===== src/tfn_pkg.sv =====
// Shared types and constants for the triangle face normal unit.
// No dependencies; every other file refers to it by scoped names.
package tfn_pkg;

  localparam int unsigned SqrtCells = 35;
  localparam int unsigned DivCells  = 15;
  localparam logic [15:0] MinLenReset = 16'd6;
  localparam logic signed [15:0] UnitQ14 = 16'sd16384;

  typedef struct packed {
    logic signed [15:0] a_x;
    logic signed [15:0] a_y;
    logic signed [15:0] a_z;
    logic signed [15:0] b_x;
    logic signed [15:0] b_y;
    logic signed [15:0] b_z;
    logic signed [15:0] c_x;
    logic signed [15:0] c_y;
    logic signed [15:0] c_z;
  } in_t;

  typedef struct packed {
    logic signed [15:0] pos_x;
    logic signed [15:0] pos_y;
    logic signed [15:0] pos_z;
    logic signed [15:0] norm_x;
    logic signed [15:0] norm_y;
    logic signed [15:0] norm_z;
    logic               last_vertex;
  } out_t;

  // Data that rides along the cell rows: positions, normal signs, and one
  // magnitude (later the division remainder) per axis.
  typedef struct packed {
    in_t              pos;
    logic [2:0]       neg;
    logic [2:0][35:0] mag;
  } side_t;

  // Square root row word.
  typedef struct packed {
    side_t       side;
    logic [69:0] rad;
    logic [39:0] rem;
    logic [34:0] root;
  } sq_t;

  // Division row word.
  typedef struct packed {
    side_t            side;
    logic [34:0]      len;
    logic [2:0][14:0] quo;
  } dv_t;

endpackage


===== src/tfn_emit.sv =====
// Output stage: picks normal or fallback, then sends three vertex words.
// Depends on tfn_pkg.
module tfn_emit (
  input  logic          clk_i,
  input  logic          rst_ni,
  input  logic          valid_i,
  input  tfn_pkg::dv_t  data_i,
  input  logic [15:0]   min_length_i,
  output logic          ready_o,
  output logic          out_valid_o,
  input  logic          out_stall_i,
  output tfn_pkg::out_t out_data_o
);

  logic         full_q;
  logic [1:0]   cnt_q;
  tfn_pkg::in_t pos_q;
  logic signed [15:0] nx_q, ny_q, nz_q;
  logic signed [15:0] nrm_d [3];
  logic         use_len;
  logic         done;
  logic         load;

  // Signed unit normal, or the up vector for short normals
  always_comb begin
    use_len = data_i.len > {19'd0, min_length_i};
    for (int k = 0; k < 3; k++) begin
      nrm_d[k] = data_i.side.neg[k] ? -{1'b0, data_i.quo[k]} : {1'b0, data_i.quo[k]};
      if (!use_len) begin
        nrm_d[k] = (k == 1) ? tfn_pkg::UnitQ14 : '0;
      end
    end
  end

  assign done    = full_q && !out_stall_i && (cnt_q == 2'd2);
  assign ready_o = !full_q || done;
  assign load    = valid_i && ready_o;

  // Count the three vertex words
  always_ff @(posedge clk_i or negedge rst_ni) begin
    if (!rst_ni) begin
      full_q <= 1'b0;
      cnt_q  <= '0;
    end else if (load) begin
      full_q <= 1'b1;
      cnt_q  <= '0;
    end else if (done) begin
      full_q <= 1'b0;
      cnt_q  <= '0;
    end else if (full_q && !out_stall_i) begin
      cnt_q <= cnt_q + 2'd1;
    end
  end

  // Hold the triangle while its words go out
  always_ff @(posedge clk_i) begin
    if (load) begin
      pos_q <= data_i.side.pos;
      nx_q  <= nrm_d[0];
      ny_q  <= nrm_d[1];
      nz_q  <= nrm_d[2];
    end
  end

  always_comb begin
    out_data_o.norm_x      = nx_q;
    out_data_o.norm_y      = ny_q;
    out_data_o.norm_z      = nz_q;
    out_data_o.last_vertex = cnt_q == 2'd2;
    case (cnt_q)
      2'd0: begin
        out_data_o.pos_x = pos_q.a_x;
        out_data_o.pos_y = pos_q.a_y;
        out_data_o.pos_z = pos_q.a_z;
      end
      2'd1: begin
        out_data_o.pos_x = pos_q.b_x;
        out_data_o.pos_y = pos_q.b_y;
        out_data_o.pos_z = pos_q.b_z;
      end
      default: begin
        out_data_o.pos_x = pos_q.c_x;
        out_data_o.pos_y = pos_q.c_y;
        out_data_o.pos_z = pos_q.c_z;
      end
    endcase
  end

  assign out_valid_o = full_q;

endmodule


===== config.mk =====
export PLATFORM = sky130hd
export DESIGN_NAME = tfn_emit
export DESIGN_NICKNAME = d
export VERILOG_FILES = /design/src/tfn_pkg.sv /design/src/tfn_emit.sv
export SDC_FILE = /design/constraint.sdc
export NUM_CORES = 1
export LEC_CHECK = 0
export BUFFER_PORTS_ARGS = -buffer_cell sky130_fd_sc_hd__buf_2
export CORE_AREA = 2 2 178 180
export CTS_CLUSTER_DIAMETER = 80
export CTS_CLUSTER_SIZE = 28
export DETAILED_ROUTE_END_ITERATION = 12
export DIE_AREA = 0 0 180 182
export HOLD_SLACK_MARGIN = 0.05
export PLACE_DENSITY_LB_ADDON = 0.2
export SETUP_SLACK_MARGIN = 0.15
export SLEW_MARGIN = 20
export SYNTH_ARGS = -nofsm -noshare
export SYNTH_HDL_FRONTEND = slang
export SYNTH_SLANG_ARGS = --single-unit

===== constraint.sdc =====
create_clock -name clk_i -period 7.79 [get_ports clk_i]
set_clock_uncertainty 0.15 [all_clocks]
set_input_delay 0.779 -clock clk_i [delete_from_list [all_inputs] [get_ports clk_i]]
set_output_delay 0.779 -clock clk_i [all_outputs]
set_load 0.05 [all_outputs]

# Word level (Yosys, flattened, before mapping)
# Index checks and enable logic that the tools add are counted.
# classes
add_sub_neg	4
muxes	9
magnitude_cmp	1
n_eq_ne	2
reduce_logical	12
# op_table
cell	count
$pmux 48 s2	1
$neg 15->16	3
$mux 15	3
$gt 35x16->1	1
$mux 2	3
$reduce_and 2->1	3
$logic_and 1x1->1	3
$reduce_bool 3->1	1
$add 2x1->2 const B	1
$eq 2x1->1 const B	1
$eq 2x2->1 const B	1
$logic_not 1->1	2
$logic_not 2->1	1
$mux 1	2
$reduce_bool 2->1	1
$logic_or 1x1->1	1
# word_totals
input_bits	355
elab_cells	45
regBits	195
output_inout_bits	99

# Depth between registers and ports, before layout
# logic_depth
ltp_word	6
depth_mapped	9
ltp_nobuf	7

# Least setup slack after synthesis
# Ideal clock, no wire load.
# synth_path
kind	in2reg
startpoint	in out_stall_i
endpoint	reg nx_q[0], enable pin
required_ps	7067
stages	2
arrival_ps	6487
setup_slack_ps	580
setup_time_ps	573
n_path_buf	0
path_cell_list	o21ai_0 -> and2_1
# synth_between
elab_chain_cells	5
# synth_rtl
element	line_no	source
start: declaration	tfn_emit.sv:11	input logic out_stall_i,
$logic_not 1->1	tfn_emit.sv:35	assign done = full_q && !out_stall_i && (cnt_q == 2'd2);
$logic_and 1x1->1 (2 in series)	tfn_emit.sv:35	
$logic_or 1x1->1	tfn_emit.sv:36	assign ready_o = !full_q || done;
$logic_and 1x1->1	tfn_emit.sv:37	assign load = valid_i && ready_o;
net load	tfn_emit.sv:22	logic load;
end signal: assignment	tfn_emit.sv:59	nx_q <= nrm_d[0];
end: declaration	tfn_emit.sv:18	logic signed [15:0] nx_q, ny_q, nz_q;
# The timed path passes the listed nets, and every way through them passes these cells.
# A chain may end at the register's enable or synchronous reset.

==> key figures <==
Yosys
  • Largest cells by area after synthesis: edfxtp_1 (67%), mux2i_1 (6.2%), o21ai_0 (3.4%)
  • Synth cell types: 46
  • Post-Syn Area: 8580 um2
  • Synth Register Bits: 195
  • Sequential area share after synthesis: about two thirds
  • Synth Instances: approximately 630
  • Yosys warns: 0
  • Syn nets: approximately 1k
  • Avg Inst Size Synth: around 14 um2
  • Leading area contributor after synthesis: edfxtp_1
  • Top cell type's share of synthesized area: 67.2%

Clocking
  • CTS buffer count: 17
  • Cts repair resizes: 0
  • TritonCTS clock tree: built
  • Htree depth: 4
  • CTS clk-pin slew, worst paths: ~80 ps
  • CTS Sinks: approximately 200
  • CTS root buf: clkbuf_16
  • Worst skew pair latency: ~440 ps
  • Setup Fix Bufs, Post-CTS: 0
  • Clk buf depth: 2

Final layout
  • Finished Layout Cells: between 1k and 1.5k
  • Area occupied by multi-input gates: ~2500 um2
  • Commonest non-fill, non-tap cell in the layout: buf_2
  • Commonest cells after routing, fill and taps aside: buf_2 (345), edfxtp_1 (192), nand2_1 (61)
  • Fillcell total: between 3k and 4k
  • Layout Nets: ~1.3k
  • P&R area growth vs syn: 32.2%
  • Sequential standard cell area: just under 6000 um2
  • Layout cell share with drive strength beyond 1: 39.9%

STA
  • Slew HR: between 30% and 40%
  • Slew @ Worst Pin: between 900 and 1000 ps
  • Finish-stage setup viols: 0
  • Setup slack after layout: between 4000 and 5000 ps
  • Fmax: 0.286 GHz
  • Final period utilization: between 40% and 50%
  • Setup TNS: 0 ps
  • Hold WS: approximately 360 ps
  • Final hold violation count: 0
  • Time the worst path needs with I/O delays and setup: between 3000 and 4000 ps
  • RSZ-0062 raised after global routing: no
  • Max-slew violation count: 0

Floorplanning
  • I/O Pins: 454
  • DIE AREA: approximately 33000 um2
  • Num rows: between 60 and 70
  • Die W: 180 um
  • Die Span Y: 182 um
  • Core area: slightly above 30000 um2
  • Initial Util: between 20% and 30%

Setup path
  • WP data required: just under 7000 ps
  • CP arrival: 2570 ps
  • WS Path Type: reg2out
  • CP Max Fanout: 35
  • CP endpoint kind: output pin
  • Crit start category: register
  • R2R Setup Slk: about 4700 ps

Routing
  • Drt pass-1 iters: 4
  • Via count: approximately 6.2k
  • Via-to-Cell Ratio: between 4 and 5
  • Post-route DRC: 0
  • Final antenna-violating net count: 0
  • Wirelength, routed: approximately 23 mm
  • Per-cell routed wire length: roughly 17 um
  • 1st-iter DRT viols: ~310

Global routing
  • Initial antenna violation count: 6
  • Grt ovf: 0
  • Vias in the first global route: about 6.5k
  • Largest net degree at the start of global routing: 156
  • First-pass GRT wire length: 36.3 mm
  • Global Route Usage Sum: around 14%

Power
  • Tot Pwr: 3.67 mW
  • Sequential share of power: 37.1%
  • Static Leakage: between 4 and 5 nW
  • Sw Ratio: between 40% and 50%
  • P_int: 2.13 mW
  • P_sw: roughly 1.5 mW
  • Power per standard cell area: between 300 and 400 nW/um2
  • Comb power frac: 38.7%
  • Peak VDD IR: slightly above 0.2 mV
  • Clock power frac: between 20% and 30%

Placement
  • Pre-CTS WS: approximately 4600 ps
  • DP HPWL: 17.2 mm
  • Gpl congestion: about 0.78
  • Placed insts: between 1k and 1.5k
  • # port buffers: ~350

Run
  • Max-cap violations: 0

Outcome
  • Status: finished clean

Worst hold path
  • Hold Path Class: in2reg
[worst paths after layout]
| check | endpoint | start | cells after the start |
|---|---|---|---|
| max in group asynchronous | cnt_q[0] | rst_ni | 2 |
| min in group asynchronous | out_valid_o | rst_ni | 2 |
| max | out_data_o[53] | cnt_q[0] | 4 |
| max reg2reg | ny_q[10] | cnt_q[0] | 4 |
| min reg2reg | cnt_q[0] | out_valid_o | 1 |
| min | pos_q[84] | data_i[275] | 1 |
[cell families (layout without fill, tap and decap cells)]
family	Yosys count	after routing	synth area share, %
flops	195	195	68.0
compound gates	144	144	9.63
simple gates	122	122	6.70
buf+inv	58	411	2.80
mux	53	53	6.18
xor+xnor	38	38	3.88
fa+ha+maj	19	19	2.77
other cells	0	2	0
[per-stage QoR]
stage / instance area (um2) / util (%)
global placement: 10700 / 34.7
global route: 11300 / 36.6
CTS: 11300 / 36.6
finish: 11300 / 36.6
detailed placement: 10700 / 34.7
floorplan: 8580 / -
[cells in the mapped netlist, drive strengths merged]
master   instances
nand2           61
nand4b           2
a311oi           1
a211oi           2
buf             13
o31ai           11
o31a             1
a2111oi          2
a21o             2
o41ai            3
a211o            1
xor2            21
nor2b            1
nor4             5
mux2i           53
nor3b            2
edfxtp         192
nor2            18
o21ai           59
nor3             4
and2             1
a21boi           1
nand4            4
or2              2
a21oi           58
a41oi            1
clkbuf          17
nand3b           2
nand3            7
nand2b           5
a21bo            1
dfrtp            3
inv             28
ha              19
or4              3
xnor2           17
or3              3
o41a             1
and3             2
[per-layer routing]
metal  wire length (um)  vias to the layer above  global-route usage, %
li1                   -                     3027                      -
met3               2250                       35                   6.48
met2              10600                      283                   23.0
met5                 35                        -                      0
met1               9800                     2853                   17.3
met4                427                        6                   4.68
[cell type report]
type	instances	area share [%]
sequential	195	51.5
clock buffer	18	3.78
antenna	2	0.0441
clock inverter	14	1.37
multi-input combinational	376	22.2
timing repair buffer	351	15.7
inverter	28	0.926
tap	402	4.43
[timing repair]
action,in CTS,in global routing
setup endpoints to repair,0,0
hold buffers,1,0
hold endpoints to repair,3,0
[power by group through the flow]
stage / logic, mW / clock network (mW) / registers, mW
6_report: 1.42 / 0.887 / 1.36
5_1_grt: 1.52 / 0.955 / 1.38
4_1_cts: 1.44 / 0.921 / 1.36
3_5_place_dp: 1.44 / 0 / 1.39
3_3_place_gp: 1.43 / 0 / 1.38
2_1_floorplan: 0.976 / 0 / 1.49
[registers in the layout, summed over array words and instances, names as in the netlist]
name	cells
ny_q	16
cnt_q	2
nx_q	16
nz_q	16
out_valid_o	1
pos_q	144
[worst max-delay path, stage by stage (launching register included)]
cell and delay (ps):
dfrtp_2 690, buf_4 630, mux2i_1 230, o21ai_0 190, buf_2 300
Note: power is estimated with default switching activity, not from simulation.
