--- config.mk ---
export PLATFORM = sky130hd
export DESIGN_NAME = tfn_sqrt_cell
export DESIGN_NICKNAME = d
export VERILOG_FILES = /design/src/tfn_pkg.sv /design/src/tfn_sqrt_cell.sv
export SDC_FILE = /design/constraint.sdc
export NUM_CORES = 1
export LEC_CHECK = 0
export BUFFER_PORTS_ARGS = -buffer_cell sky130_fd_sc_hd__buf_2
export CAP_MARGIN = 10
export CORE_AREA = 10 10 302 304
export DETAILED_ROUTE_END_ITERATION = 10
export DIE_AREA = 0 0 312 314
export PLACE_DENSITY_LB_ADDON = 0.05
export SETUP_SLACK_MARGIN = 0.4
export SYNTH_ARGS = -nofsm -noshare
export SYNTH_HDL_FRONTEND = slang
export SYNTH_SLANG_ARGS = --single-unit
--- constraint.sdc ---
create_clock -name clk_i -period 0.8 [get_ports clk_i]
set_input_delay 0 -clock clk_i [delete_from_list [all_inputs] [get_ports clk_i]]
set_output_delay 0 -clock clk_i [all_outputs]
set_load 0.03 [all_outputs]
--- src/tfn_pkg.sv ---
// Shared types and constants for the triangle face normal unit.
// No dependencies; every other file refers to it by scoped names.
package tfn_pkg;

  localparam int unsigned SqrtCells = 35;
  localparam int unsigned DivCells  = 15;
  localparam logic [15:0] MinLenReset = 16'd6;
  localparam logic signed [15:0] UnitQ14 = 16'sd16384;

  typedef struct packed {
    logic signed [15:0] a_x;
    logic signed [15:0] a_y;
    logic signed [15:0] a_z;
    logic signed [15:0] b_x;
    logic signed [15:0] b_y;
    logic signed [15:0] b_z;
    logic signed [15:0] c_x;
    logic signed [15:0] c_y;
    logic signed [15:0] c_z;
  } in_t;

  typedef struct packed {
    logic signed [15:0] pos_x;
    logic signed [15:0] pos_y;
    logic signed [15:0] pos_z;
    logic signed [15:0] norm_x;
    logic signed [15:0] norm_y;
    logic signed [15:0] norm_z;
    logic               last_vertex;
  } out_t;

  // Data that rides along the cell rows: positions, normal signs, and one
  // magnitude (later the division remainder) per axis.
  typedef struct packed {
    in_t              pos;
    logic [2:0]       neg;
    logic [2:0][35:0] mag;
  } side_t;

  // Square root row word.
  typedef struct packed {
    side_t       side;
    logic [69:0] rad;
    logic [39:0] rem;
    logic [34:0] root;
  } sq_t;

  // Division row word.
  typedef struct packed {
    side_t            side;
    logic [34:0]      len;
    logic [2:0][14:0] quo;
  } dv_t;

endpackage

--- src/tfn_sqrt_cell.sv ---
// One root bit of the digit-by-digit integer square root.
// Depends on tfn_pkg.
module tfn_sqrt_cell (
  input  logic          clk_i,
  input  logic          rst_ni,
  input  logic          en_i,
  input  logic          valid_i,
  input  tfn_pkg::sq_t  data_i,
  output logic          valid_o,
  output tfn_pkg::sq_t  data_o
);

  logic         valid_q;
  tfn_pkg::sq_t data_q;
  logic [39:0]  rem_sh;
  logic [39:0]  trial;
  logic         ge;

  // Bring down two radicand bits and try the next root bit
  always_comb begin
    rem_sh = {data_i.rem[37:0], data_i.rad[69:68]};
    trial  = {3'b000, data_i.root, 2'b01};
    ge     = rem_sh >= trial;
  end

  always_ff @(posedge clk_i or negedge rst_ni) begin
    if (!rst_ni) begin
      valid_q <= 1'b0;
    end else if (en_i) begin
      valid_q <= valid_i;
    end
  end

  always_ff @(posedge clk_i) begin
    if (en_i) begin
      data_q.side <= data_i.side;
      data_q.rad  <= {data_i.rad[67:0], 2'b00};
      data_q.rem  <= ge ? rem_sh - trial : rem_sh;
      data_q.root <= {data_i.root[33:0], ge};
    end
  end

  assign valid_o = valid_q;
  assign data_o  = data_q;

endmodule

After elaboration in Yosys (flattened, before gate mapping). Index checks and enable logic that the tools add are counted.

Flip-flop bits (word level): 399. Output and inout bits: 401. Bits of input ports: 404.

Add/subtract/negate cells: 1. Magnitude comparators: 1. Multiplexer cells: 1.

Operator list (count): $ge A40 B37 Y1 (1); $mux W40 (1); $sub A40 B37 Y40 (1).

Logic depth before layout (Yosys ltp). Gate-level depths: netlist (run 1).

Word-level depth: 2. Depth in mapped cells: 14. Mapped depth without buffers: 10.

Worst setup path after synthesis (run 1). Ideal clock, no wire load.

Path kind: input to register. Start point: input data_i[13] (netlist bit). End point: register data_q, in the netlist data_o[42] (data pin). Stages: 12. Slack: -1.625 ns. Arrival: 2.164 ns. Data required time: 0.540 ns. Buffers on the path: 3. Cells stage by stage: inv_1 ha_1 buf_6 a21o_1 a31oi_1 o22ai_1 or4b_1 buf_2 o21ai_2 a21oi_2 buf_6 mux2_4.

Cells in the longest elaborated chain, start to end: 2.

RTL lines: start: declaration (line tfn_sqrt_cell.sv:8) `input tfn_pkg::sq_t data_i,`; $ge A40 B37 Y1 (line tfn_sqrt_cell.sv:23) `ge = rem_sh >= trial;`; $mux W40 (line tfn_sqrt_cell.sv:38) `data_q.rem <= ge ? rem_sh - trial : rem_sh;`; end: declaration (line tfn_sqrt_cell.sv:14) `tfn_pkg::sq_t data_q;`.

Every way passes these cells. A chain may end at the register's enable or synchronous reset.

Worst setup path in the final report (run 1).
Start point: input data_i[38] (netlist bit). End point: register data_q, in the netlist data_o[67] (data pin).

Cells in the longest elaborated chain, start to end: 2. Elaborated cells between the ends (all ways): 3.

RTL lines (line): $sub A40 B37 Y40 / $ge A40 B37 Y1 (equally long branches) (tfn_sqrt_cell.sv:38, tfn_sqrt_cell.sv:23); $mux W40 (*) (tfn_sqrt_cell.sv:38).

Mark *: on every way between the ends. The rest lies on a longest branch, timed or not.

==> impl_metrics.env, run 1 <==
export IMPL_status="finished, violations left"
export IMPL_violations="hold timing, setup timing"
export IMPL_drv_cap=0
export IMPL_nFillCells=8422
export IMPL_antenna_found_initial=11
export IMPL_synth_edf_count=398
export IMPL_fin_ws_ns=-1.19
export IMPL_switching_share_pct=29.1
export IMPL_combinationalPowerShare_pct=24.9
export IMPL_setup_viol=440
export IMPL_die_y_um=314
export IMPL_core_um2=84900
export IMPL_synth_warnings=0
export IMPL_grt_max_degree=52
export IMPL_total_leakage_power_nw=12.9
export IMPL_r2r_end="valid_o"
export IMPL_clock_skew_ns=0
export IMPL_seq_power_share_pct=39.5
export IMPL_yosysMostFrequentCell="edfxtp_1"
export IMPL_crit_chain="buf_8, ha_4, a211oi_4, o21bai_4, o21ai_1, or4b_4, buf_6, buf_6, o21a_4, a21o_4, xnor2_4, a21oi_2"
export IMPL_layout_min_cycle_time_ns=1.99
export IMPL_max_freq_mhz=503
export IMPL_grt_pass1_vias=14183
export IMPL_synth_area_top_cells="edfxtp_1 (81%), ha_1 (3.1%), a21oi_1 (2.3%)"
export IMPL_cts_sinks=399
export IMPL_required_ns=1.15
export IMPL_seq_area_um2=12000
export IMPL_cpMaxStageDelayCell="or4b_4"
export IMPL_r2r_start="valid_o"
export IMPL_clkPwrFrac_pct=35.6
export IMPL_area_growth_pct=109
export IMPL_cts_buffers_inserted=51
export IMPL_syn_area_um2=14800
export IMPL_die_area_um2=98000
export IMPL_switchingPower_mw=19.2
export IMPL_synth_ff_type="edfxtp_1"
export IMPL_cts_tree="built"
export IMPL_reg2reg_depth=1
export IMPL_powerDensity_nw_per_um2=2140
export IMPL_drc=0
export IMPL_final_layout_size_suffix_gt1_share_pct=53.8
export IMPL_yosysSeqAreaShare_pct=81.2
export IMPL_hold_violations=123
export IMPL_cp_max_fo=4
export IMPL_async_flop_share_pct=0.251
export IMPL_cp_arrival_ns=2.33
export IMPL_cts_buffer_depth=3
export IMPL_wl_mm=78.9
export IMPL_cts_max_level=2
export IMPL_overflow=0
export IMPL_crit_path_end="data_o[67]"
export IMPL_grtUsageTotal_pct=15.3
export IMPL_cp_end_kind="flop"
export IMPL_start_kind="input port"
export IMPL_ios=805
export IMPL_synth_top_area_share_pct=81.0
export IMPL_path_class="input port to flop"
export IMPL_start_util_pct=17.4
export IMPL_vias=13012
export IMPL_ys_types=57
export IMPL_hpwlAfterDp_mm=63.8
export IMPL_cts_root_buffer="clkbuf_16"
export IMPL_synthCells=827
export IMPL_die_x_um=312
export IMPL_layout_worst_path_cycle_share_pct=249
export IMPL_insertion_delay_ns=0.61
export IMPL_row_count=107
export IMPL_grt_pass1_wl_mm=109
export IMPL_path_clk_slew_ns=0.06
export IMPL_min_path_type="input port to flop"
export IMPL_postRouteAntennaNets=0
export IMPL_place_gp_congestion=0.810
export IMPL_crit_path_max_incr_delay_ns=0.48
export IMPL_drtPass1Iterations=4
export IMPL_intPower_mw=46.9
export IMPL_final_max_slew_viol_count=0
export IMPL_tns_ns=-182.43
export IMPL_post_place_ws_ns=-2.13
export IMPL_ys_ff_latch=399
export IMPL_crit_top_cell="buf_6"
export IMPL_nNetsFinal=2692
export IMPL_yosys_top_cells_count="edfxtp_1 (398), a21oi_1 (67), inv_1 (50)"
export IMPL_r2r_slack_ns=0.03
export IMPL_multiInputGateArea_um2=3200
export IMPL_initialDrtViolationCount=569
export IMPL_holdWs_ns=-0.260
export IMPL_yosys_area_top_type="edfxtp_1"
export IMPL_crit_start="data_i[38]"
export IMPL_ir_drop_mv=1.39
export IMPL_wire_per_inst_um=22.9
export IMPL_rsz0062_at_grt="true"
export IMPL_synth_area_per_cell_um2=17.8
export IMPL_portBuffers=800
export IMPL_routed_via_density=3.78
through the flow:
stage	power, mW	hold slack, ns	utilization, %	instances	instance area (µm²)
2_1_floorplan	32.0	-0.296	-	828	14900
5_1_grt	69.1	-0.293	36.4	3442	30900
6_report	66.1	-0.260	36.4	3442	30900
4_1_cts	67.0	-0.469	35.9	3428	30500
3_3_place_gp	38.1	-0.222	25.8	2952	21900
3_5_place_dp	38.0	-0.223	25.8	2952	21900
cells by family after synthesis:
group | Yosys count | share of synthesized area, %
AOI/OAI and AO/OA | 153 | 6.60
xor gates and xnor gates | 34 | 2.02
adders and majority gates | 37 | 3.14
buffers and inverters | 76 | 2.32
DFF | 399 | 81.2
muxes | 9 | 0.857
other | 1 | 0.0254
and+or+nand+nor | 118 | 3.85
per-layer routing:
metal  share of wire, %  global-route usage (%)  up-vias
met1                 37                    16.7     6366
met5              0.063                       0        -
li1                   -                       -     6038
met4                4.3                    6.21        8
met3                6.6                    4.63      124
met2                 52                    27.5      476
placed cells by master (no fill, tap or decap), drive strengths merged, types with 37 or more instances in the layout:
cell / instances
buf: 1034
edfxtp: 398
dlygate4sd3: 361
a21oi: 69
clkbuf: 67
inv: 51
nor2: 49
ha: 37
registers in the layout (all words and copies together), names as in the netlist:
name / count
valid_o: 1
data_o: 398
area by class of cell:
class | instances | share of cell area [%]
diodes | 4 | 0.0324
well taps | 1144 | 4.64
multi-input cells | 353 | 10.4
flip-flops and latches | 399 | 38.8
repair buffers | 1396 | 40.0
clock inverters | 30 | 1.09
clock buffers | 66 | 4.45
inverters | 50 | 0.665
timing repair:
action	4_1_cts	5_1_grt
hold buffers	360	1
hold endpoints to repair	513	155
pin swaps	43	28
gates resized for setup	926	56
endpoints found under the setup margin	441	441
buffers inserted	18	7
gates cloned	2	2
worst min-delay path by stage:
| stage | start | to | slack [ns] | cells after the start |
|---|---|---|---|---|
| final | data_i[57] | data_o[59] | -0.26 | 3 |
| after floorplan | rst_ni | valid_o | -0.30 | 0 |
| after CTS | data_i[0] | data_o[1] | -0.47 | 1 |
| after global placement | rst_ni | valid_o | -0.22 | 1 |
| after global routing | data_i[44] | data_o[46] | -0.29 | 2 |
| after detailed placement | rst_ni | valid_o | -0.22 | 1 |
worst max-delay path, delay by kind of cell:
| kind | cells | cell delay [ns] |
|---|---|---|
| compound gates | 6 | 1.09 |
| xor+xnor | 1 | 0.15 |
| fa+ha+maj | 1 | 0.25 |
| buf+inv | 3 | 0.36 |
| simple gates | 1 | 0.48 |
power by group through the flow:
stage | registers [mW] | logic, mW | clock network (mW)
CTS | 26.1 | 16.4 | 24.5
global route | 26.3 | 17.4 | 25.4
finish | 26.1 | 16.5 | 23.5
global placement | 26.1 | 12.0 | 0
floorplan | 29.9 | 2.14 | 0
detailed placement | 26.1 | 12.0 | 0
Note: power is estimated with default switching activity, not from simulation.
==> run 2: changes to the inputs <==
CORE_AREA = 10 10 301 303   (was 10 10 302 304)
DIE_AREA = 0 0 311 313   (was 0 0 312 314)
clock period = 2.5 ns   (was 0.8 ns; I/O delays follow)
==> run 2 against run 1 <==
  * Core utilization is 4.4 points lower
  * Largest cell class is now flip-flops and latches
  * The run now ends clean
  * Count of clock-buffer cells in the layout is 7 lower
  * Clock power down 71%
  * Register-to-register slack better by 1.7 ns
  * Largest power group unchanged
  * Clock skew unchanged
  * Worst setup slack improved by 1.7 ns
  * Flip-flop and latch count is the same
==> impl_metrics.env, run 2 (synthesis gave the netlist of run 1 again) <==
export IMPL_status="finished clean"
export IMPL_drc=0
export IMPL_drv_cap=0
export IMPL_hpwlAfterDp_mm=60.8
export IMPL_cts_root_buffer="clkbuf_16"
export IMPL_grtUsageMet3_pct=4.96
export IMPL_crit_path_max_incr_delay_ns=0.52
export IMPL_antenna_found_initial=18
export IMPL_area_growth_pct=83.5
export IMPL_holdWs_ns=0.0412
export IMPL_final_common_cell="buf_2"
export IMPL_cts_buffer_depth=3
export IMPL_powerDensity_nw_per_um2=714
export IMPL_vias=12501
export IMPL_place_gp_congestion=0.803
export IMPL_post_place_ws_ns=-0.539
export IMPL_ir_drop_mv=0.479
export IMPL_min_from="data_i[49]"
export IMPL_nNetsFinal=2641
export IMPL_start_util_pct=17.4
export IMPL_cts_max_level=2
export IMPL_clock_skew_ns=0
export IMPL_cts_sinks=399
export IMPL_largest_register_ff_count=398
export IMPL_switching_share_pct=29.5
export IMPL_seq_area_um2=12000
export IMPL_intPower_mw=13.6
export IMPL_cp_end_kind="flop"
export IMPL_cts_tree="built"
export IMPL_layout_common_cells="buf_2 (797), dlygate4sd3_1 (404), edfxtp_1 (398)"
export IMPL_die_area_um2=97300
export IMPL_overflow=0
export IMPL_wl_mm=75.4
export IMPL_cts_buffers_inserted=51
export IMPL_routed_via_density=3.69
export IMPL_layout_worst_path_cycle_share_pct=80.6
export IMPL_core_um2=84600
export IMPL_crit_chain="buf_2, inv_6, ha_4, a21o_1, a31oi_4, o22ai_2, or4b_1, buf_4, o21ai_4, a21oi_4, buf_12, buf_4, buf_4, a21oi_1"
export IMPL_initialDrtViolationCount=603
export IMPL_multiInputGateArea_um2=2680
export IMPL_final_layout_size_suffix_gt1_share_pct=47.5
export IMPL_r2r_start="valid_o"
export IMPL_setup_viol=0
export IMPL_grt_util_met2_pct=27.1
export IMPL_clkPwrFrac_pct=35.8
export IMPL_postRouteAntennaNets=0
export IMPL_ios=805
export IMPL_hold_violations=0
export IMPL_total_power_mw=19.3
export IMPL_combinationalPowerShare_pct=21.8
export IMPL_die_y_um=313
export IMPL_insertion_delay_ns=0.60
export IMPL_path_class="input port to flop"
export IMPL_wire_per_inst_um=22.2
export IMPL_cp_max_fo=15
export IMPL_row_count=107
export IMPL_fin_ws_ns=0.484
export IMPL_total_leakage_power_nw=11.5
export IMPL_drtPass1Iterations=5
export IMPL_grtUsageTotal_pct=14.8
export IMPL_path_clk_slew_ns=0.06
export IMPL_nFillCells=8745
export IMPL_switchingPower_mw=5.71
export IMPL_max_freq_mhz=496
export IMPL_start_kind="input port"
export IMPL_grt_pass1_vias=13620
export IMPL_met1_usage_pct=15.9
export IMPL_rsz0062_at_grt="true"
export IMPL_cp_arrival_ns=2.45
export IMPL_grt_busiest_layer="met2"
export IMPL_tns_ns=0
export IMPL_grt_pass1_wl_mm=105
export IMPL_seq_power_share_pct=42.4
export IMPL_required_ns=2.93
export IMPL_portBuffers=800
export IMPL_cpMaxStageDelayCell="or4b_1"
export IMPL_crit_start="data_i[13]"
export IMPL_die_x_um=311
export IMPL_final_max_slew_viol_count=0
export IMPL_grt_max_degree=85
export IMPL_min_path_type="input port to flop"
export IMPL_crit_top_cell="buf_4"
export IMPL_layout_min_cycle_time_ns=2.02
==> run 2: cell count changes in the layout (fill, tap and decap cells not counted), moves of 11 or more <==
cell and change:
buf_4 -65, ha_4 -11, a21oi_1 +13, buf_12 -12
nor2_1 +23, nor2_4 -14, buf_6 -418, a21oi_2 -11
buf_2 +409, dlygate4sd3_1 +43
==> run 2: final timing paths <==
kind,to,slack [ns],depth (start not counted)
worst max-delay path,data_o[56],0.48,14
worst min-delay path,data_o[51],0.04,4
worst max register to register,valid_o,1.76,1
worst min register to register,valid_o,0.51,1
max in group asynchronous,valid_o,2.17,3
min in group asynchronous,valid_o,0.23,3
==> run 2: power by group through the flow <==
stage / Sequential, mW / Combinational (mW) / Clock, mW
after floorplan: 9.57 / 0.686 / 0
after global placement: 8.33 / 3.70 / 0
after detailed placement: 8.33 / 3.68 / 0
after CTS: 8.20 / 4.29 / 7.24
after global routing: 8.25 / 4.50 / 7.51
final: 8.19 / 4.22 / 6.92
==> run 2: final cells by class <==
class | count | share of cell area, %
clock inverter | 34 | 0.938
sequential | 399 | 44.2
timing repair buffer | 1345 | 34.0
inverter | 50 | 0.712
antenna | 7 | 0.0647
tap | 1144 | 5.29
multi-input combinational | 353 | 9.90
clock buffer | 59 | 4.83
==> run 2: metal layers <==
metal	routed length (µm)	part of all wire [%]	vias up
met5	87	0.12	-
met3	5630	7.5	109
li1	-	-	5927
met1	28000	37	5988
met2	39600	52	463
met4	2110	2.8	14
==> run 2: timing repair <==
action                     CTS  global route
setup buffers                2             4
setup endpoints to repair   33            34
hold endpoints to repair   429             0
hold buffers               404             0
pin swaps                    2             8
gates cloned                 0             0
gates resized for setup      8            23
==> run 2: critical path, delay by kind of cell <==
family | cells | cell delay, ns
AOI/OAI and AO/OA | 6 | 0.86
buffers and inverters | 6 | 0.82
and+or+nand+nor | 1 | 0.52
adders and majority gates | 1 | 0.24
==> run 2: stage by stage <==
step | std cells | util (%) | cell area (µm²)
floorplan | 828 | - | 14900
global placement | 2881 | 25.1 | 21200
detailed placement | 2881 | 25.1 | 21200
CTS | 3380 | 31.8 | 26900
global route | 3389 | 32.0 | 27100
finish | 3391 | 32.0 | 27100
