[config.mk]
export PLATFORM = sky130hd
export DESIGN_NAME = tfn_div_cell
export DESIGN_NICKNAME = d
export VERILOG_FILES = /design/src/tfn_pkg.sv /design/src/tfn_div_cell.sv
export SDC_FILE = /design/constraint.sdc
export NUM_CORES = 1
export LEC_CHECK = 0
export BUFFER_PORTS_ARGS = -buffer_cell sky130_fd_sc_hd__buf_2
export CAP_MARGIN = 25
export CORE_AREA = 2 2 261 263
export CTS_CLUSTER_DIAMETER = 200
export DETAILED_ROUTE_END_ITERATION = 8
export DIE_AREA = 0 0 263 265
export PLACE_DENSITY = 0.47
export SETUP_SLACK_MARGIN = 0.02
export SLEW_MARGIN = 30
export SYNTH_ARGS = -nofsm -noshare
export SYNTH_HDL_FRONTEND = slang
export SYNTH_SLANG_ARGS = --single-unit
[constraint.sdc]
create_clock -name clk_i -period 0.8 [get_ports clk_i]
set_input_delay 0.12 -clock clk_i [delete_from_list [all_inputs] [get_ports clk_i]]
set_output_delay 0.12 -clock clk_i [all_outputs]
set_load 0.02 [all_outputs]
[src/tfn_pkg.sv]
// Shared types and constants for the triangle face normal unit.
// No dependencies; every other file refers to it by scoped names.
package tfn_pkg;

  localparam int unsigned SqrtCells = 35;
  localparam int unsigned DivCells  = 15;
  localparam logic [15:0] MinLenReset = 16'd6;
  localparam logic signed [15:0] UnitQ14 = 16'sd16384;

  typedef struct packed {
    logic signed [15:0] a_x;
    logic signed [15:0] a_y;
    logic signed [15:0] a_z;
    logic signed [15:0] b_x;
    logic signed [15:0] b_y;
    logic signed [15:0] b_z;
    logic signed [15:0] c_x;
    logic signed [15:0] c_y;
    logic signed [15:0] c_z;
  } in_t;

  typedef struct packed {
    logic signed [15:0] pos_x;
    logic signed [15:0] pos_y;
    logic signed [15:0] pos_z;
    logic signed [15:0] norm_x;
    logic signed [15:0] norm_y;
    logic signed [15:0] norm_z;
    logic               last_vertex;
  } out_t;

  // Data that rides along the cell rows: positions, normal signs, and one
  // magnitude (later the division remainder) per axis.
  typedef struct packed {
    in_t              pos;
    logic [2:0]       neg;
    logic [2:0][35:0] mag;
  } side_t;

  // Square root row word.
  typedef struct packed {
    side_t       side;
    logic [69:0] rad;
    logic [39:0] rem;
    logic [34:0] root;
  } sq_t;

  // Division row word.
  typedef struct packed {
    side_t            side;
    logic [34:0]      len;
    logic [2:0][14:0] quo;
  } dv_t;

endpackage

[src/tfn_div_cell.sv]
// One quotient bit of the restoring division, three axes side by side.
// Depends on tfn_pkg.
module tfn_div_cell (
  input  logic          clk_i,
  input  logic          rst_ni,
  input  logic          en_i,
  input  logic          valid_i,
  input  tfn_pkg::dv_t  data_i,
  output logic          valid_o,
  output tfn_pkg::dv_t  data_o
);

  logic         valid_q;
  tfn_pkg::dv_t data_q;
  logic [2:0]   ge;
  logic [2:0][35:0] rem_nx;

  // Compare against the length, subtract on success, shift for the next bit
  always_comb begin
    for (int k = 0; k < 3; k++) begin
      ge[k]     = data_i.side.mag[k] >= {1'b0, data_i.len};
      rem_nx[k] = ge[k] ? data_i.side.mag[k] - {1'b0, data_i.len} : data_i.side.mag[k];
    end
  end

  always_ff @(posedge clk_i or negedge rst_ni) begin
    if (!rst_ni) begin
      valid_q <= 1'b0;
    end else if (en_i) begin
      valid_q <= valid_i;
    end
  end

  always_ff @(posedge clk_i) begin
    if (en_i) begin
      data_q.side.pos <= data_i.side.pos;
      data_q.side.neg <= data_i.side.neg;
      data_q.len      <= data_i.len;
      for (int k = 0; k < 3; k++) begin
        data_q.side.mag[k] <= {rem_nx[k][34:0], 1'b0};
        data_q.quo[k]      <= {data_i.quo[k][13:0], ge[k]};
      end
    end
  end

  assign valid_o = valid_q;
  assign data_o  = data_q;

endmodule

## Word level (Yosys, flattened, before mapping)

Index checks and enable logic that the tools add are counted.

- Bits of input ports: 339
- Bits in latches: 0
- RAM bits: 0
- Memories kept: 0
- Output and inout bits: 336
- Memory bits (read-only): 0
- Register bits: 333

- Eq/ne operators: 0
- Add/subtract/negate cells: 3
- Shift operators: 0
- Bitwise gates (word level): 0
- Multiplexer cells: 3
- $lt $le $gt $ge: 3
- Div/mod/pow operators: 0
- $mul: 0
- Reduce and logical (&&, ||, !) cells: 0

Operators by type and width:

| kind | number |
|---|---|
| 36-bit by 35-bit greater-or-equal comparator with 1-bit output | 3 |
| 35-bit two-way mux | 3 |
| 35-bit subtractor | 3 |

## Depth between registers and ports, before layout

Gate-level depths: netlist of run 1.

- Depth in word-level cells: 2
- Gate-level depth with buffers: 14
- Depth with buffers taken out: 12

## Least setup slack after synthesis of run 1

No wires, ideal clock.

- Path type: input -> register
- From: input port data_i[72] in the netlist's numbering
- To: register data_q, in the netlist data_o[149], data pin
- Cell stages on the path: 12
- Data required time: 0.540 ns
- Library setup time: 0.260 ns
- Path slack: -1.960 ns
- Arrival time: 2.500 ns
- Cell sequence: inv_1 > ha_1 > buf_4 > nand4_2 > or4_1 > or3_1 > o311ai_2 > a211o_2 > nand2_2 > buf_6 > inv_1 > mux2_2

RTL lines:

| item | line | text |
|---|---|---|
| start, declared | tfn_div_cell.sv:8 | `input tfn_pkg::dv_t data_i,` |
| end, declared | tfn_div_cell.sv:14 | `tfn_pkg::dv_t data_q;` |

==> results of run 1 <==
## where the power goes
part / internal (mW) / total [mW] / switching (mW)
Combinational: 11.4 / 23.1 / 11.7
Sequential: 21.5 / 22.6 / 1.08
Clock: 10.5 / 18.4 / 7.93
## metal layers
metal  share of wire (%)  GRT usage, %
met4                 4.1         9.236
met3                 5.4         4.868
met1                  39         31.21
met2                  51         48.36
met5               0.071             0
## synth_stat cells, types with 5 or more instances
master                     number  share of area, %
sky130_fd_sc_hd__a211oi_1      16              0.69
sky130_fd_sc_hd__a21o_1        45               2.0
sky130_fd_sc_hd__a21oi_1      140               4.0
sky130_fd_sc_hd__a31oi_1       17              0.61
sky130_fd_sc_hd__and3_1        14              0.51
sky130_fd_sc_hd__and4_1         8              0.40
sky130_fd_sc_hd__buf_2          9              0.26
sky130_fd_sc_hd__buf_4          5              0.22
sky130_fd_sc_hd__clkbuf_1      43              0.93
sky130_fd_sc_hd__edfxtp_1     332                58
sky130_fd_sc_hd__ha_1         105               7.6
sky130_fd_sc_hd__inv_1         65               1.4
sky130_fd_sc_hd__nand2_1      135               2.9
sky130_fd_sc_hd__nand2b_1      15              0.54
sky130_fd_sc_hd__nand3_1       23              0.67
sky130_fd_sc_hd__nand4_1       24              0.87
sky130_fd_sc_hd__nor2_1       117               2.5
sky130_fd_sc_hd__nor2b_1        6              0.22
sky130_fd_sc_hd__nor3_1        28              0.81
sky130_fd_sc_hd__nor4_1         7              0.25
sky130_fd_sc_hd__nor4b_1        6              0.30
sky130_fd_sc_hd__o211ai_1       9              0.39
sky130_fd_sc_hd__o21a_1        21              0.91
sky130_fd_sc_hd__o21ai_0      106               3.1
sky130_fd_sc_hd__o21bai_1      15              0.65
sky130_fd_sc_hd__o31ai_1       13              0.56
sky130_fd_sc_hd__or2_2          7              0.25
sky130_fd_sc_hd__or3_1          7              0.25
sky130_fd_sc_hd__xnor2_1       44               2.2
sky130_fd_sc_hd__xor2_1        39               2.0
## final timing paths
check | end | cells past startpoint
min | data_o[149] | 3
min in group asynchronous | valid_o | 3
min reg2reg | valid_o | 1
max | data_o[144] | 11
max in group asynchronous | valid_o | 3
max reg2reg | valid_o | 1
## area by class of cell
| cell class | instances | area [sq um] |
|---|---|---|
| Clock inverter | 29 | 219.0 |
| Inverter | 67 | 376.6 |
| Fill cell | 5911 | 31720 |
| Multi-Input combinational cell | 1045 | 9131 |
| Sequential cell | 333 | 9996 |
| Clock buffer | 46 | 1087 |
| Timing Repair Buffer | 1524 | 13160 |
| Tap cell | 873 | 1092 |
| Antenna cell | 6 | 15.01 |
## repair_timing
item	4_1_cts	5_1_grt
endpoints found under the hold margin	320	1
buffers inserted	46	32
endpoints found under the setup margin	441	442
cloned	10	2
gates resized for setup	808	300
pin swaps	87	83
## flip-flops by register name (all words and copies together) (netlist names)
name,count
valid_o,1
data_o,332
## stage by stage
stage          setup slack [ns]  util, %  TNS, ns
6_report                 -1.418    52.52  -285.04
5_1_grt                  -1.464    52.50  -303.96
4_1_cts                  -1.441    50.80  -296.66
3_5_place_dp             -2.233    38.71  -275.46
3_3_place_gp             -2.203    38.71  -275.16
2_1_floorplan            -1.844        -  -165.00
## logic make-up (layout without fill, tap and decap cells)
group           after synthesis  in the layout  synth area share [%]
compound gates              438            438                 15.79
xor+xnor                     83             83                 4.201
fa+ha+maj                   108            108                 7.939
buf+inv                     126           1666                 2.950
flops                       333            333                 57.75
mux                           5              5                0.3181
other cells                   1              9               0.02167
simple gates                407            408                 11.03
==> impl_summary.txt, run 1 <==
----------------------------------------------------
[Status]
  Outcome ... finished, violations left
  Violations in the final reports ... hold timing, setup timing

[CTS]
  Clock input transition at the sequential cells of the worst setup and hold paths ... 0.06 ns
  H-Tree Level Count ... 2
  CTS Buf Count ... 42
  Clock Root Buffer ... sky130_fd_sc_hd__clkbuf_16
  Maximum buffer depth of the clock tree ... 3
  Clock tree from TritonCTS ... done
  CTS hold repair buffers ... 319
  Number of sinks on the clock net ... roughly 330
  Later-pin clock latency in the skew report ... ~0.56 ns

[GRT]
  Global-route wire length before repair ... 135000 um
  Overflow left after global routing ... 0
  Total routing usage reported by global routing ... a little over a quarter
  Number of antenna violations at the first check in global routing ... 13
  Pin count of the biggest net entering global routing ... 51
  Number of global-route vias before repair ... 19.69k

[Critical path]
  Launching element of the worst setup path ... data_i[72]
  Type of element capturing the critical path ... register
  Worst path top cell family by delay ... simple AND/OR/NAND/NOR gates
  Critical-path maximum fanout ... 5
  R2R Path Start ... valid_o
  WP data arrival ... 2.54 ns
  Critical-path top delay cell ... sky130_fd_sc_hd__or4_4
  Minimum setup slack among reg-to-reg paths ... 0.03 ns
  Startpoint type of the worst setup path ... primary input
  Delay of the slowest cell on the worst path ... just under 0.6 ns
  Total buffers and inverters traversed by the critical path ... 2
  Critical path start-end classification ... in2reg
  Chain of cells forming the critical path ... buf_12 > inv_12 > ha_4 > nand4_4 > or4_4 > or3_4 > o311ai_4 > a211o_4 > nand2_8 > a2111o_1 > o221a_2
  Worst endpoint required time ... between 1 and 1.5 ns

[Detailed routing]
  Drt first pass iters ... 6
  Routed via count ... 18.72k
  Routed wirelength normalized by instance count ... 24.58 um
  Overall routed net length ... 96440 um
  Number of DRC violations after detailed routing ... 0
  Via count normalized by instance count ... 4.772
  DR iter-0 viols ... 1336
  Antenna Violating Nets Remaining ... 0

[Finish]
  Net total in the final layout ... 3460
  Final standard cell count with taps included and fillers excluded ... 3923
  Share of final-layout standard cells stronger than drive strength 1 ... 53.52%
  Top library cells by usage in the layout, fill and taps aside ... sky130_fd_sc_hd__buf_4, sky130_fd_sc_hd__buf_2, sky130_fd_sc_hd__edfxtp_1
  Area Growth Syn to Fin ... 102.7%
  Most common library cell in the layout ignoring fill and taps ... sky130_fd_sc_hd__buf_4
  Post-route cell area ... 0.03508 sq mm

[STA]
  Setup violations, final ... 441
  RSZ-0062 raised after global routing ... true
  Post-route clock period utilization ... 277.2%
  Worst Clk Skew ... 0 ns
  Transition at the pin with the smallest max-transition slack ... 0.5053 ns
  Min Hold Slack ... -0.01555 ns
  Final number of max-transition violations ... 0
  Fmax ... 0.4509 GHz
  Post-layout minimum cycle time ... 2.218 ns
  Max-slew headroom ... 65.96%
  Post-route worst setup slack ... -1.418 ns
  Count of endpoints failing hold in the final timing report ... 1

[Power and ir drop]
  Total power draw ... 64.12 mW
  Power density over the cells ... about 1800 mW/mm^2
  Largest voltage drop on the vdd net ... 1746 uV
  Reported leakage power ... between 15 and 20 nW

[Synthesis]
  Warnings, synthesis ... 0
  Seq cells post-synth ... 333
  Async set or reset register ratio after synthesis ... 0.3003%
  Post-synthesis area per instance ... 11.53 sq um
  Post-synth EDFFs ... 332
  Main synth FF type ... sky130_fd_sc_hd__edfxtp_1
  Post-Syn Instances ... 1501
  Sequential cell area fraction in the yosys report ... between 50% and 60%
  Post-synth cell types ... between 70 and 80
  Syn Std Cell Area ... 0.01731 sq mm

[Die]
  Ports ... 675
  Height of the chip ... around 270 um
  Total die area ... 0.06970 sq mm
  Core footprint ... 0.06680 sq mm
  Initial Util ... 25.91%
  Row Count ... 95
  DIE WIDTH ... 263 um

[Placement]
  Cell area after placement ... 0.02586 sq mm
  Gpl congestion ... about 0.94
  Placed wire-length estimate ... 74180 um
  Placed instance count ... 3460
  Buffers added on ports ... 668

[Min path]
  Hold Startpoint ... data_i[148]
  Kind of path behind the tightest hold check ... in2reg

[Job]
  Max-cap violations ... 0

----------------------------------------------------
Power figures use the tool's default switching activity.
==> run 2: changes to the inputs <==
--- a/config.mk
+++ b/config.mk
@@ -15,2 +15,3 @@
 export SETUP_SLACK_MARGIN = 0.02
+export SKIP_LAST_GASP = 1
 export SLEW_MARGIN = 30
==> constraint.sdc (replaced) <==
create_clock -name clk_i -period 0.8 [get_ports clk_i]
set_input_delay 0.04 -clock clk_i [delete_from_list [all_inputs] [get_ports clk_i]]
set_output_delay 0.04 -clock clk_i [all_outputs]
set_load 0.02 [all_outputs]
==> run 2 against run 1 <==
Net effect:
- the flow finishes with violations (setup timing)
- sequential cell count stayed put
- clock skew stayed put
- critical path depth stayed put
- non-clock buffer count is 2 higher
- sequential power hardly changed
- cell area is 0.73% lower
- via count is 0.68% higher
- first-iteration DRC count is 5.0% higher
- combinational power is 2% lower
- routed wire length is 1.4% higher
- core utilization is 0.38 points lower
- critical path type unchanged
- largest cell class unchanged
==> impl_summary.txt, run 2 (synthesized netlist as in run 1, its figures left out) <==
----------------------------------------------------
[Finish]
  Flip-flop count of the largest register, all copies and words added ... around 330
  Fill cell total of the finished layout ... 5911
  Top library cells by usage in the layout, fill and taps aside ... sky130_fd_sc_hd__buf_4, sky130_fd_sc_hd__buf_2, sky130_fd_sc_hd__dlygate4sd3_1
  Final standard cell count with taps included and fillers excluded ... a little under 4k
  Most common library cell in the layout ignoring fill and taps ... sky130_fd_sc_hd__buf_4
  Footprint of the multi-input gates ... 0.008807 sq mm
  Area Growth Syn to Fin ... 101.2%
  Storage cell area ... roughly 0.010 sq mm
  Net total in the final layout ... between 3k and 4k
  Share of final-layout standard cells stronger than drive strength 1 ... 51.92%
  Post-layout utilization of the core ... a little over half

[GRT]
  Pin count of the biggest net entering global routing ... 51
  Grt peak-use layer ... met2
  Global-route wire length before repair ... 134900 um
  Overflow left after global routing ... 0
  Total routing usage reported by global routing ... a little over a quarter
  Number of antenna violations at the first check in global routing ... 12
  GR met1 Demand/Resource ... 31.16%
  Met2 GRT Util ... 47.87%
  Number of global-route vias before repair ... 19.73k
  Met3 GRT Util ... 4.747%

[Die]
  Initial Util ... between 20% and 30%
  Ports ... 675
  Total die area ... roughly 0.07 sq mm
  Height of the chip ... 265 um
  Core footprint ... 0.06680 sq mm
  Row Count ... 95
  DIE WIDTH ... 263 um

[STA]
  Max-slew headroom ... 57.98%
  Post-route worst setup slack ... -1.381 ns
  Transition at the pin with the smallest max-transition slack ... 0.6283 ns
  Post-route clock period utilization ... 272.6%
  Post-route setup TNS ... -257.13 ns
  Post-layout minimum cycle time ... 2.181 ns
  Fmax ... approximately 0.46 GHz
  Final number of max-transition violations ... 0
  Count of endpoints failing hold in the final timing report ... 0
  RSZ-0062 raised after global routing ... true
  Setup violations, final ... 442
  Worst Clk Skew ... 0 ns

[Detailed routing]
  Number of DRC violations after detailed routing ... 0
  Overall routed net length ... slightly below 100000 um
  Routed wirelength normalized by instance count ... between 20 and 25 um
  Via count normalized by instance count ... a little under 5
  Routed via count ... 18.85k
  DR iter-0 viols ... roughly 1.4k
  Drt first pass iters ... 5
  Antenna Violating Nets Remaining ... 0

[CTS]
  Number of sinks on the clock net ... 333
  Clock tree from TritonCTS ... done
  Clock Root Buffer ... sky130_fd_sc_hd__clkbuf_16
  H-Tree Level Count ... 2
  Later-pin clock latency in the skew report ... 0.56 ns
  Clock input transition at the sequential cells of the worst setup and hold paths ... approximately 0.06 ns
  CTS Buf Count ... 42
  Maximum buffer depth of the clock tree ... 3

[Power and ir drop]
  Total power draw ... between 60 and 70 mW
  Power density over the cells ... 1884 mW/mm^2
  Reported leakage power ... 14.97 nW
  Largest voltage drop on the vdd net ... around 1300 uV

[Job]
  Max-cap violations ... 0

[Critical path]
  WP data arrival ... 2.51 ns
  Critical path start-end classification ... in2reg
  Worst endpoint required time ... between 1 and 1.5 ns
  Critical-path maximum fanout ... 5
  Type of element capturing the critical path ... register
  Startpoint type of the worst setup path ... primary input
  Number of cells traversed by the worst register-to-register path ... 2

[Placement]
  Buffers added on ports ... 668
  Gpl congestion ... just over 0.9
  Placed instance count ... ~3.5k
  Placed wire-length estimate ... 74600 um

[Status]
  Violations in the final reports ... setup timing
  Outcome ... finished, violations left

[Min path]
  Kind of path behind the tightest hold check ... in2reg
  Instance count along the most critical hold path ... 3

----------------------------------------------------
## run 2: changes by cell type in the layout (fill, tap and decap cells not counted), moves of 8 or more
| cell | change |
|---|---|
| sky130_fd_sc_hd__o21ai_1 | -16 |
| sky130_fd_sc_hd__a21oi_1 | +11 |
| sky130_fd_sc_hd__buf_4 | -11 |
| sky130_fd_sc_hd__buf_12 | -10 |
| sky130_fd_sc_hd__dlygate4sd3_1 | +14 |
| sky130_fd_sc_hd__buf_6 | -22 |
| sky130_fd_sc_hd__buf_2 | +18 |
| sky130_fd_sc_hd__o21ai_0 | +20 |
| sky130_fd_sc_hd__nor2_2 | -8 |
## run 2: worst max-delay path, stage by stage
cell	delay, ns
sky130_fd_sc_hd__buf_4	0.12
sky130_fd_sc_hd__inv_8	0.04
sky130_fd_sc_hd__ha_4	0.27
sky130_fd_sc_hd__nand4_4	0.13
sky130_fd_sc_hd__or4_4	0.58
sky130_fd_sc_hd__or3_4	0.35
sky130_fd_sc_hd__o311ai_4	0.22
sky130_fd_sc_hd__a211o_4	0.21
sky130_fd_sc_hd__nand2_8	0.10
sky130_fd_sc_hd__a2111o_1	0.31
sky130_fd_sc_hd__o221a_2	0.12
## run 2: worst paths after layout
check	start	end	slack (ns)
min in group asynchronous	rst_ni	valid_o	0.34
worst max register to register	valid_o	valid_o	-0.10
worst max-delay path	data_i[71]	data_o[144]	-1.38
worst min-delay path	en_i	data_o[287]	0.03
worst min register to register	valid_o	valid_o	0.63
max in group asynchronous	rst_ni	valid_o	0.35
## run 2: final cells by class
| cell class | instances | share of cell area [%] |
|---|---|---|
| antenna | 3 | 0.02156 |
| clock buffer | 47 | 3.133 |
| clock inverter | 29 | 0.9916 |
| inverter | 67 | 1.031 |
| multi-input combinational | 1045 | 25.29 |
| sequential | 333 | 28.70 |
| tap | 873 | 3.137 |
| timing repair buffer | 1526 | 37.69 |
## run 2: what timing repair did
action                                  CTS  global route
endpoints found under the setup margin  442           653
hold buffers                            333             1
gates cloned                              8             9
resized for setup                       738           230
pin swaps                                70            72
hold endpoints to repair                361             1
buffers inserted                         31            25
## run 2: through the flow
step           setup WS, ns  hold slack (ns)  cell area (sq um)
2_1_floorplan        -1.764          -0.2556              18040
3_3_place_gp         -2.141          -0.1843              25820
3_5_place_dp         -2.149          -0.1812              25820
4_1_cts              -1.336          -0.3354              33630
5_1_grt              -1.430          0.01553              34820
6_report             -1.381          0.02878              34820
## run 2: report_power, final
| part | total, mW | internal (mW) | switching (mW) |
|---|---|---|---|
| clock | 20.3 | 12.1 | 8.23 |
| sequential | 22.6 | 21.5 | 1.05 |
| combinational | 22.7 | 11.1 | 11.6 |
## run 2: routing by layer
| layer | wire length (um) | up-vias | part of all wire [%] |
|---|---|---|---|
| met1 | 38920 | 9389 | 40 |
| met4 | 4448 | 2 | 4.5 |
| met2 | 49650 | 583 | 51 |
| met5 | 8 | - | 0.0082 |
| li1 | - | 8727 | - |
| met3 | 4738 | 148 | 4.8 |
